## config.mk

```make
export PLATFORM = sky130hd
export DESIGN_NAME = sit_fifo
export DESIGN_NICKNAME = d
export VERILOG_FILES = /design/src/hw/rtl/sit_pkg.sv /design/src/hw/rtl/sit_fifo.sv
export SDC_FILE = /design/constraint.sdc
export NUM_CORES = 1
export LEC_CHECK = 0
export ABC_AREA = 1
export ABC_CLOCK_PERIOD_IN_PS = 3800
export BUFFER_PORTS_ARGS = -buffer_cell sky130_fd_sc_hd__buf_2
export CAP_MARGIN = 25
export CORE_MARGIN = 1
export CORE_UTILIZATION = 41
export CTS_BUF_LIST = sky130_fd_sc_hd__clkbuf_8 sky130_fd_sc_hd__clkbuf_16
export CTS_CLUSTER_DIAMETER = 30
export DETAILED_ROUTE_END_ITERATION = 12
export PLACE_DENSITY = 0.64
export SLEW_MARGIN = 20
export SYNTH_ARGS = -nofsm -noshare
export SYNTH_HDL_FRONTEND = slang
export SYNTH_SLANG_ARGS = --single-unit
```

## constraint.sdc

```tcl
create_clock -name clk -period 3.8 [get_ports clk]
set_input_delay 0.38 -clock clk [delete_from_list [all_inputs] [get_ports clk]]
set_output_delay 0.38 -clock clk [all_outputs]
set_load 0.02 [all_outputs]
```

## src/hw/rtl/sit_pkg.sv

```systemverilog
// ----------------------------------------------------------------------------
// sit_pkg: shared types and constants
// Item layouts and arithmetic widths for the segment intersection unit.
// ----------------------------------------------------------------------------
package sit_pkg;

  localparam int CW     = 16;            // coordinate width
  localparam int EW     = 16;            // epsilon width
  localparam int OW     = 24;            // output coordinate width
  localparam int DW     = CW + 1;        // coordinate difference
  localparam int PW     = 2 * DW;        // product of two differences
  localparam int SW     = PW + 1;        // cross product, determinant, line c
  localparam int MW     = SW + DW;       // product of line c and a difference
  localparam int NW     = MW + 1;        // Cramer numerator
  localparam int RW     = (NW > SW + OW) ? NW : SW + OW;  // divider remainder
  localparam int NPAIR  = 14;            // multiplier pairs in the front
  localparam int QDEPTH = 4;             // front-to-back queue depth
  localparam int QAW    = $clog2(QDEPTH);

  typedef struct packed {
    logic signed [CW-1:0] seg_a_x0;
    logic signed [CW-1:0] seg_a_y0;
    logic signed [CW-1:0] seg_a_x1;
    logic signed [CW-1:0] seg_a_y1;
    logic signed [CW-1:0] seg_b_x0;
    logic signed [CW-1:0] seg_b_y0;
    logic signed [CW-1:0] seg_b_x1;
    logic signed [CW-1:0] seg_b_y1;
  } in_item_t;

  typedef struct packed {
    logic                 hit;
    logic                 parallel;
    logic signed [OW-1:0] cross_x;
    logic signed [OW-1:0] cross_y;
    logic                 overflow;
  } out_item_t;

  // classified item handed from front to back
  typedef struct packed {
    logic                 hit;
    logic                 par;
    logic signed [NW-1:0] num_x;
    logic signed [NW-1:0] num_y;
    logic signed [SW-1:0] det;
  } mid_t;

  // one divider stage
  typedef struct packed {
    logic          hit;
    logic          par;
    logic          neg_x;
    logic          neg_y;
    logic          big_x;
    logic          big_y;
    logic [SW-1:0] dmag;
    logic [RW-1:0] rem_x;
    logic [RW-1:0] rem_y;
    logic [OW-1:0] q_x;
    logic [OW-1:0] q_y;
  } div_t;

endpackage

```

## src/hw/rtl/sit_fifo.sv

```systemverilog
// ----------------------------------------------------------------------------
// sit_fifo: short queue between front and back
// Register-based, one push and one pop per cycle.
// ----------------------------------------------------------------------------
module sit_fifo (
  input  logic          clk,
  input  logic          rst,
  input  logic          push,
  input  sit_pkg::mid_t wr_item,
  input  logic          pop,
  output sit_pkg::mid_t rd_item,
  output logic          nonempty,
  output logic          full
);
  import sit_pkg::*;

  mid_t           mem [QDEPTH];
  logic [QAW-1:0] wr_ptr, rd_ptr;
  logic [QAW:0]   count;

  assign nonempty = (count != '0);
  assign full     = (count == (QAW+1)'(QDEPTH));
  assign rd_item  = mem[rd_ptr];

  always_ff @(posedge clk) begin
    if (rst) begin
      wr_ptr <= '0;
      rd_ptr <= '0;
      count  <= '0;
    end else begin
      if (push) begin
        wr_ptr <= wr_ptr + 1'b1;
      end
      if (pop) begin
        rd_ptr <= rd_ptr + 1'b1;
      end
      if (push && !pop) begin
        count <= count + 1'b1;
      end else if (pop && !push) begin
        count <= count - 1'b1;
      end
    end
  end

  always_ff @(posedge clk) begin
    if (push) begin
      mem[wr_ptr] <= wr_item;
    end
  end

endmodule

```

==> impl_metrics.env, run 1 <==
export IMPL_detailroute_via_count=13900
export IMPL_total_gr_overflow=0
export IMPL_number_of_levels_the_h_tree_was_split_into=3
export IMPL_rows=83
export IMPL_cpPeakStageDelay_ns=0.55
export IMPL_synth_yosys_seq_area_share_pct=80.1
export IMPL_setup_viol=0
export IMPL_total_leakage_power_nw=10.3
export IMPL_clkTransAtPathRegs_ns=0.05
export IMPL_finalWirelength_microns=51200
export IMPL_n_antenna_cell=0
export IMPL_crit_path_max_fanout=143
export IMPL_wl_per_cell_microns=19.1
export IMPL_tns_ns=0
export IMPL_final_max_slew_viol_count=0
export IMPL_layout_cells_non_filler=2685
export IMPL_tritoncts_num_sinks=581
export IMPL_starting_density_of_the_core_pct=41.9
export IMPL_number_of_buffers_added_on_ports=291
export IMPL_cp_num_buf_inv=3
export IMPL_first_pass_iteration_count_of_the_detailed_router=5
export IMPL_io_pins=292
export IMPL_fillCellCount=4100
export IMPL_syn2layout_area_growth_pct=32.4
export IMPL_tightestPinTransition_ns=1.07
export IMPL_worst_endpoint_arrival_ns=2.70
export IMPL_critical_path_startpoint_type="flip-flop"
export IMPL_placed_cells_incl_taps=2344
export IMPL_fmax_mhz=324
export IMPL_design_core_area_sq_um=51700
export IMPL_synth_yosys_warnings=0
export IMPL_clk_root_buffer_cell="sky130_fd_sc_hd__clkbuf_16"
export IMPL_seq_area_sq_um=17400
export IMPL_timing_setup_critical_path_class="reg2out"
export IMPL_holdCritPathClass="in2reg"
export IMPL_post_layout_total_power_w=0.0181
export IMPL_first_global_vias=13700
export IMPL_ys_seq_elements=581
export IMPL_ctsLongestPathBuffers=3
export IMPL_drc=0
export IMPL_die_width_microns=232
export IMPL_yosys_cell_types_count=22
export IMPL_antenna_violations_before_repair=2
export IMPL_die_h_microns=232
export IMPL_finalWeightedCongestion=0.760
export IMPL_ir_drop_mv=0.507
export IMPL_design_die_area_sq_um=53700
export IMPL_syn_nets=1595
export IMPL_fin_skew_ns=0.0178
export IMPL_hold_viol_final=0
export IMPL_insertion_delay_ns=0.63
export IMPL_postRouteAntennaNets=0
export IMPL_synthesis_area_sq_um=21700
export IMPL_cp_top_family="buffers and inverters"
export IMPL_period_minus_slack_ns=3.08
export IMPL_final_period_utilization_pct=81.1
export IMPL_outcome="complete, no violations"
export IMPL_worst_setup_end_kind="output pin"
export IMPL_syn_area_per_cell_sq_um=15.0
export IMPL_grt_start_max_net_pins=187
export IMPL_cells_along_the_critical_path="inv_8, buf_4, o21ai_0, o22ai_1, buf_2"
export IMPL_critical_path_required_ns=3.42
export IMPL_cts_tree="done"
export IMPL_timing_slew_headroom_pct=28.8
export IMPL_drt_iter0_markers=1075
export IMPL_slowest_stage="sky130_fd_sc_hd__inv_8"
export IMPL_layout_drive_gt1_share_pct=24.1
export IMPL_number_of_clock_buffers_inserted_by_tritoncts=107
export IMPL_grt_first_pass_wirelength_microns=76800
export IMPL_detail_route_vias_per_cell=5.18
export IMPL_drv_cap=0
export IMPL_power_density_of_the_placed_cells_nw_per_um2=631
export IMPL_grt_util_all_layers_pct=18.7
export IMPL_multi_input_area_sq_um=3610
export IMPL_syn_inst=1442
export IMPL_setup_repair_after_global_routing_missed_its_margin="no"
export IMPL_nets=2070
export IMPL_hpwlAfterDp_microns=27100
==> state kept, by name, summed over array words and instances, names as in the netlist, named ones only <==
signal	count
mem	572
count	3
rd_ptr	2
wr_ptr	2
==> per-stage QoR <==
step	area, sq um	hold slack, ns	setup WS (ns)	utilization [%]
after global placement	23700	0.414	1.47	45.8
after global routing	28700	0.116	0.611	55.5
final	28700	0.112	0.718	55.5
after floorplan	21700	0.412	0.0344	-
after CTS	28700	0.0733	0.735	55.5
after detailed placement	23700	0.429	1.41	45.8
==> report_power, final <==
part | internal (W) | switching [W] | leakage (nW)
Combinational | 0.000509 | 0.00107 | 3.19
Clock | 0.00611 | 0.00299 | 1.80
Sequential | 0.00735 | 0.0000591 | 5.33
Total | 0.0140 | 0.00413 | 10.3
==> routing by layer <==
metal | wire [microns] | part of all wire [%] | vias up | track usage [%]
met3 | 3660 | 7.1 | 79 | 4.56
met5 | 30 | 0.059 | - | 0
met4 | 934 | 1.8 | 4 | 6.44
met1 | 22200 | 43 | 6870 | 25.1
li1 | - | - | 6452 | -
met2 | 24400 | 48 | 497 | 29.7
==> placed cells by master, fill, tap and decap left out <==
cell                            synthesis  routed
sky130_fd_sc_hd__clkbuf_16              0     111
sky130_fd_sc_hd__edfxtp_1             572     572
sky130_fd_sc_hd__clkinv_1               0      19
sky130_fd_sc_hd__buf_2                 22     291
sky130_fd_sc_hd__clkinv_2               0      21
sky130_fd_sc_hd__buf_4                  8      13
sky130_fd_sc_hd__o21ai_1               10      10
sky130_fd_sc_hd__ha_1                   5       5
sky130_fd_sc_hd__nand3_1                1       1
sky130_fd_sc_hd__clkinvlp_4             0      10
sky130_fd_sc_hd__o22ai_1              143     143
sky130_fd_sc_hd__inv_8                  0       1
sky130_fd_sc_hd__clkbuf_8               0       1
sky130_fd_sc_hd__dfxtp_1                9       7
sky130_fd_sc_hd__fa_1                   1       1
sky130_fd_sc_hd__nor2_1               293     293
sky130_fd_sc_hd__nor3_1                 1       1
sky130_fd_sc_hd__inv_1                 16      30
sky130_fd_sc_hd__a21oi_1                3       3
sky130_fd_sc_hd__o21ai_0              281     281
sky130_fd_sc_hd__inv_4                  0       1
sky130_fd_sc_hd__buf_12                 1      12
sky130_fd_sc_hd__dlygate4sd3_1          0     144
sky130_fd_sc_hd__bufinv_16              0      13
sky130_fd_sc_hd__dfxtp_4                0       2
sky130_fd_sc_hd__xor2_1                 1       1
sky130_fd_sc_hd__nand4_1                1       1
sky130_fd_sc_hd__nand2_1               10      10
sky130_fd_sc_hd__clkinv_4               0       4
sky130_fd_sc_hd__inv_6                  1       3
==> path summary, 6_finish.rpt <==
kind	start	end	slack (ns)	cells past startpoint
worst min-delay path	pop	rd_ptr[0]	0.11	3
worst max-delay path	flip-flop	rd_item[73]	0.72	5
worst max register to register	wr_ptr[0]	mem[0][36]	1.41	5
worst min register to register	rd_ptr[1]	flip-flop	0.47	1
==> Yosys cell counts <==
library cell / instances / share of area, %
sky130_fd_sc_hd__a21oi_1: 3 / 0.069
sky130_fd_sc_hd__buf_12: 1 / 0.092
sky130_fd_sc_hd__buf_2: 22 / 0.51
sky130_fd_sc_hd__buf_4: 8 / 0.28
sky130_fd_sc_hd__buf_6: 23 / 1.2
sky130_fd_sc_hd__buf_8: 2 / 0.14
sky130_fd_sc_hd__clkbuf_1: 38 / 0.66
sky130_fd_sc_hd__dfxtp_1: 9 / 0.83
sky130_fd_sc_hd__edfxtp_1: 572 / 79
sky130_fd_sc_hd__fa_1: 1 / 0.092
sky130_fd_sc_hd__ha_1: 5 / 0.29
sky130_fd_sc_hd__inv_1: 16 / 0.28
sky130_fd_sc_hd__inv_6: 1 / 0.040
sky130_fd_sc_hd__nand2_1: 10 / 0.17
sky130_fd_sc_hd__nand3_1: 1 / 0.023
sky130_fd_sc_hd__nand4_1: 1 / 0.029
sky130_fd_sc_hd__nor2_1: 293 / 5.1
sky130_fd_sc_hd__nor3_1: 1 / 0.023
sky130_fd_sc_hd__o21ai_0: 281 / 6.5
sky130_fd_sc_hd__o21ai_1: 10 / 0.23
sky130_fd_sc_hd__o22ai_1: 143 / 4.1
sky130_fd_sc_hd__xor2_1: 1 / 0.040
==> timing repair <==
action	4_1_cts	5_1_grt
hold buffers	144	0
buffers inserted	0	0
gates resized for setup	0	0
endpoints found under the hold margin	573	0
==> worst reg2reg max path, cell delays in order (launching register included) <==
cell and delay (ns):
sky130_fd_sc_hd__dfxtp_1 0.38, sky130_fd_sc_hd__inv_1 0.13, sky130_fd_sc_hd__ha_1 0.23, sky130_fd_sc_hd__nand2_1 0.11, sky130_fd_sc_hd__clkinvlp_4 0.72, sky130_fd_sc_hd__buf_4 0.54
==> layout make-up <==
class | instances | area share [%]
clock inverter | 85 | 2.59
clock buffer | 112 | 9.73
sequential | 581 | 60.5
timing repair buffer | 460 | 11.3
multi-input combinational | 750 | 12.6
inverter | 17 | 0.314
tap | 680 | 2.97
==> cells by family after synthesis <==
logic type | synth area share, %
compound gates | 10.9
xor+xnor | 0.0404
fa+ha+maj | 0.381
buf+inv | 3.19
flops | 80.1
simple gates | 5.33
No activity file was read; power rests on OpenSTA's default activity.
==> run 2, diff against run 1 <==
--- a/config.mk
+++ b/config.mk
@@ -6,7 +6,7 @@
 export NUM_CORES = 1
 export LEC_CHECK = 0
 export ABC_AREA = 1
-export ABC_CLOCK_PERIOD_IN_PS = 3800
+export ABC_CLOCK_PERIOD_IN_PS = 2900
 export BUFFER_PORTS_ARGS = -buffer_cell sky130_fd_sc_hd__buf_2
 export CAP_MARGIN = 25
 export CORE_MARGIN = 1
@@ -14,7 +14,7 @@
 export CTS_BUF_LIST = sky130_fd_sc_hd__clkbuf_8 sky130_fd_sc_hd__clkbuf_16
 export CTS_CLUSTER_DIAMETER = 30
 export DETAILED_ROUTE_END_ITERATION = 12
-export PLACE_DENSITY = 0.64
+export PLACE_DENSITY = 0.62
 export SLEW_MARGIN = 20
 export SYNTH_ARGS = -nofsm -noshare
 export SYNTH_HDL_FRONTEND = slang
==> constraint.sdc (replaced) <==
create_clock -name clk -period 2.9 [get_ports clk]
set_input_delay 0.29 -clock clk [delete_from_list [all_inputs] [get_ports clk]]
set_output_delay 0.29 -clock clk [all_outputs]
set_load 0.02 [all_outputs]
==> run 2 against run 1 <==
  * Sequential power rose by 31%
  * Total power rose by 35%
  * Cell area rose by 0.99%
  * Global-route usage fell by 0.31 points
  * Sequential share of layout area fell by 0.59 points
  * Utilization rose by 0.55 points
  * Worst setup slack got worse by 0.50 ns
  * First-iteration DRC count fell by 23%
  * Via count fell by 0.50%
  * Critical endpoint is now rd_item[77]
  * Largest cell class unchanged
  * Highest routed layer unchanged
==> impl_metrics.env, run 2 (synthesized netlist as in run 1, its figures left out) <==
export IMPL_hpwlAfterDp_microns=24100
export IMPL_grt_util_all_layers_pct=18.4
export IMPL_number_of_buffers_added_on_ports=291
export IMPL_design_core_area_sq_um=51700
export IMPL_worst_endpoint_arrival_ns=2.39
export IMPL_period_minus_slack_ns=2.68
export IMPL_leading_cell_type_in_the_layout_fill_and_taps_excluded="sky130_fd_sc_hd__edfxtp_1"
export IMPL_max_reg_flops=572
export IMPL_drv_cap=0
export IMPL_grt_first_pass_wirelength_microns=76100
export IMPL_fmax_mhz=373
export IMPL_die_h_microns=232
export IMPL_holdCritPathClass="in2reg"
export IMPL_insertion_delay_ns=0.65
export IMPL_clkTransAtPathRegs_ns=0.05
export IMPL_tightestPinTransition_ns=1.01
export IMPL_final_util_pct=56.0
export IMPL_critical_path_required_ns=2.61
export IMPL_drc=0
export IMPL_outcome="complete, no violations"
export IMPL_final_max_slew_viol_count=0
export IMPL_crit_path_max_fanout=75
export IMPL_layout_drive_gt1_share_pct=25.3
export IMPL_tritoncts_num_sinks=581
export IMPL_timing_slew_headroom_pct=32.6
export IMPL_nets=2068
export IMPL_starting_density_of_the_core_pct=41.9
export IMPL_critical_path_startpoint_type="flip-flop"
export IMPL_wl_per_cell_microns=18.6
export IMPL_io_pins=292
export IMPL_number_of_clock_buffers_inserted_by_tritoncts=112
export IMPL_detail_route_vias_per_cell=5.13
export IMPL_hold_slack_ns=0.388
export IMPL_die_width_microns=232
export IMPL_fin_ws_ns=0.222
export IMPL_first_pass_iteration_count_of_the_detailed_router=5
export IMPL_design_die_area_sq_um=53700
export IMPL_mostFrequentLayoutCells="572 x sky130_fd_sc_hd__edfxtp_1, 293 x sky130_fd_sc_hd__nor2_1, 291 x sky130_fd_sc_hd__buf_2, 281 x sky130_fd_sc_hd__o21ai_0, 146 x sky130_fd_sc_hd__dlygate4sd3_1"
export IMPL_setup_viol=0
export IMPL_rows=83
export IMPL_fillCellCount=4062
export IMPL_number_of_levels_the_h_tree_was_split_into=3
export IMPL_drt_iter0_markers=824
export IMPL_first_global_vias=13800
export IMPL_finalWeightedCongestion=0.755
export IMPL_cts_tree="done"
export IMPL_antenna_violations_before_repair=3
export IMPL_total_gr_overflow=0
export IMPL_total_leakage_power_nw=10.4
export IMPL_biggestRegsByFlops="mem (572), count (3)"
export IMPL_max_flop_register="mem"
export IMPL_timing_setup_critical_path_class="reg2out"
export IMPL_ctsLongestPathBuffers=3
export IMPL_worst_setup_end_kind="output pin"
export IMPL_clk_root_buffer_cell="sky130_fd_sc_hd__clkbuf_16"
export IMPL_finalWirelength_microns=50200
export IMPL_ir_drop_mv=0.601
export IMPL_final_period_utilization_pct=92.3
export IMPL_place_worst_setup_slack_ns=0.764
export IMPL_postRouteAntennaNets=0
export IMPL_power_density_of_the_placed_cells_nw_per_um2=844
export IMPL_detailroute_via_count=13800
export IMPL_hold_viol_final=0
export IMPL_cts_resized_gates=0
export IMPL_syn2layout_area_growth_pct=33.8
export IMPL_grt_start_max_net_pins=144
export IMPL_fin_skew_ns=0.0162
export IMPL_setup_repair_after_global_routing_missed_its_margin="no"
-- run 2: changes by cell type in the layout (fill, tap and decap cells not counted), moves of 4 or more --
cell                         previous run  this run
sky130_fd_sc_hd__clkinvlp_4            10        19
sky130_fd_sc_hd__inv_6                  3        10
sky130_fd_sc_hd__nand2_1               10         6
sky130_fd_sc_hd__nand2_2                0         4
sky130_fd_sc_hd__inv_1                 30        22
sky130_fd_sc_hd__buf_4                 13         2
-- run 2: metrics by stage --
step                      std cells  TNS, ns  total power (W)  instance area, sq um
after floorplan                1442  -116.39           0.0110                 21700
after global placement         2334        0           0.0117                 23700
after detailed placement       2334        0           0.0118                 23700
after CTS                      2692        0           0.0247                 28900
after global routing           2694        0           0.0253                 29000
final                          2696        0           0.0244                 29000
-- run 2: routing by layer --
layer  GRT usage [%]  wire length, microns  vias up
met3            5.08                  3770       80
li1                -                     -     6470
met4            7.55                  1170        2
met2            29.2                 23800      430
met1            23.8                 21500     6850
met5               0                    13        -
-- run 2: power breakdown --
| part | total (W) | internal [W] | switching (W) | leakage (nW) |
|---|---|---|---|---|
| clock network | 0.0127 | 0.00842 | 0.00426 | 1.88 |
| registers | 0.00973 | 0.00964 | 0.0000937 | 5.33 |
| logic | 0.00204 | 0.000665 | 0.00137 | 3.16 |
-- run 2: layout make-up --
cell class	instances	area, sq um	share of cell area [%]
multi-input cells	750	3630	12.5
diodes	3	7.51	0.0259
clock inverters	97	950	3.28
flip-flops and latches	581	17400	59.9
inverters	17	88.8	0.307
well taps	680	851	2.94
clock buffers	115	2870	9.89
repair buffers	453	3210	11.1
-- run 2: path summary, 6_finish.rpt --
check,start,end,slack (ns),cells after the start
setup / recovery,flip-flop,rd_item[77],0.22,5
hold / removal,rst,count[0],0.39,3
setup reg to reg,wr_ptr[0],mem[2][78],0.99,5
hold reg to reg,rd_ptr[1],flip-flop,0.45,1
-- run 2: timing repair --
| action | CTS | global route |
|---|---|---|
| setup endpoints to repair | 0 | 2 |
| hold endpoints to repair | 581 | 0 |
| hold buffers | 146 | 0 |
| buffers inserted | 0 | 1 |
-- run 2: worst max-delay path, stage by stage, from the launching register on --
cell and delay [ns]:
sky130_fd_sc_hd__dfxtp_4 0.43, sky130_fd_sc_hd__inv_8 0.35, sky130_fd_sc_hd__buf_12 0.32, sky130_fd_sc_hd__o21ai_0 0.13, sky130_fd_sc_hd__o22ai_1 0.18, sky130_fd_sc_hd__buf_2 0.21
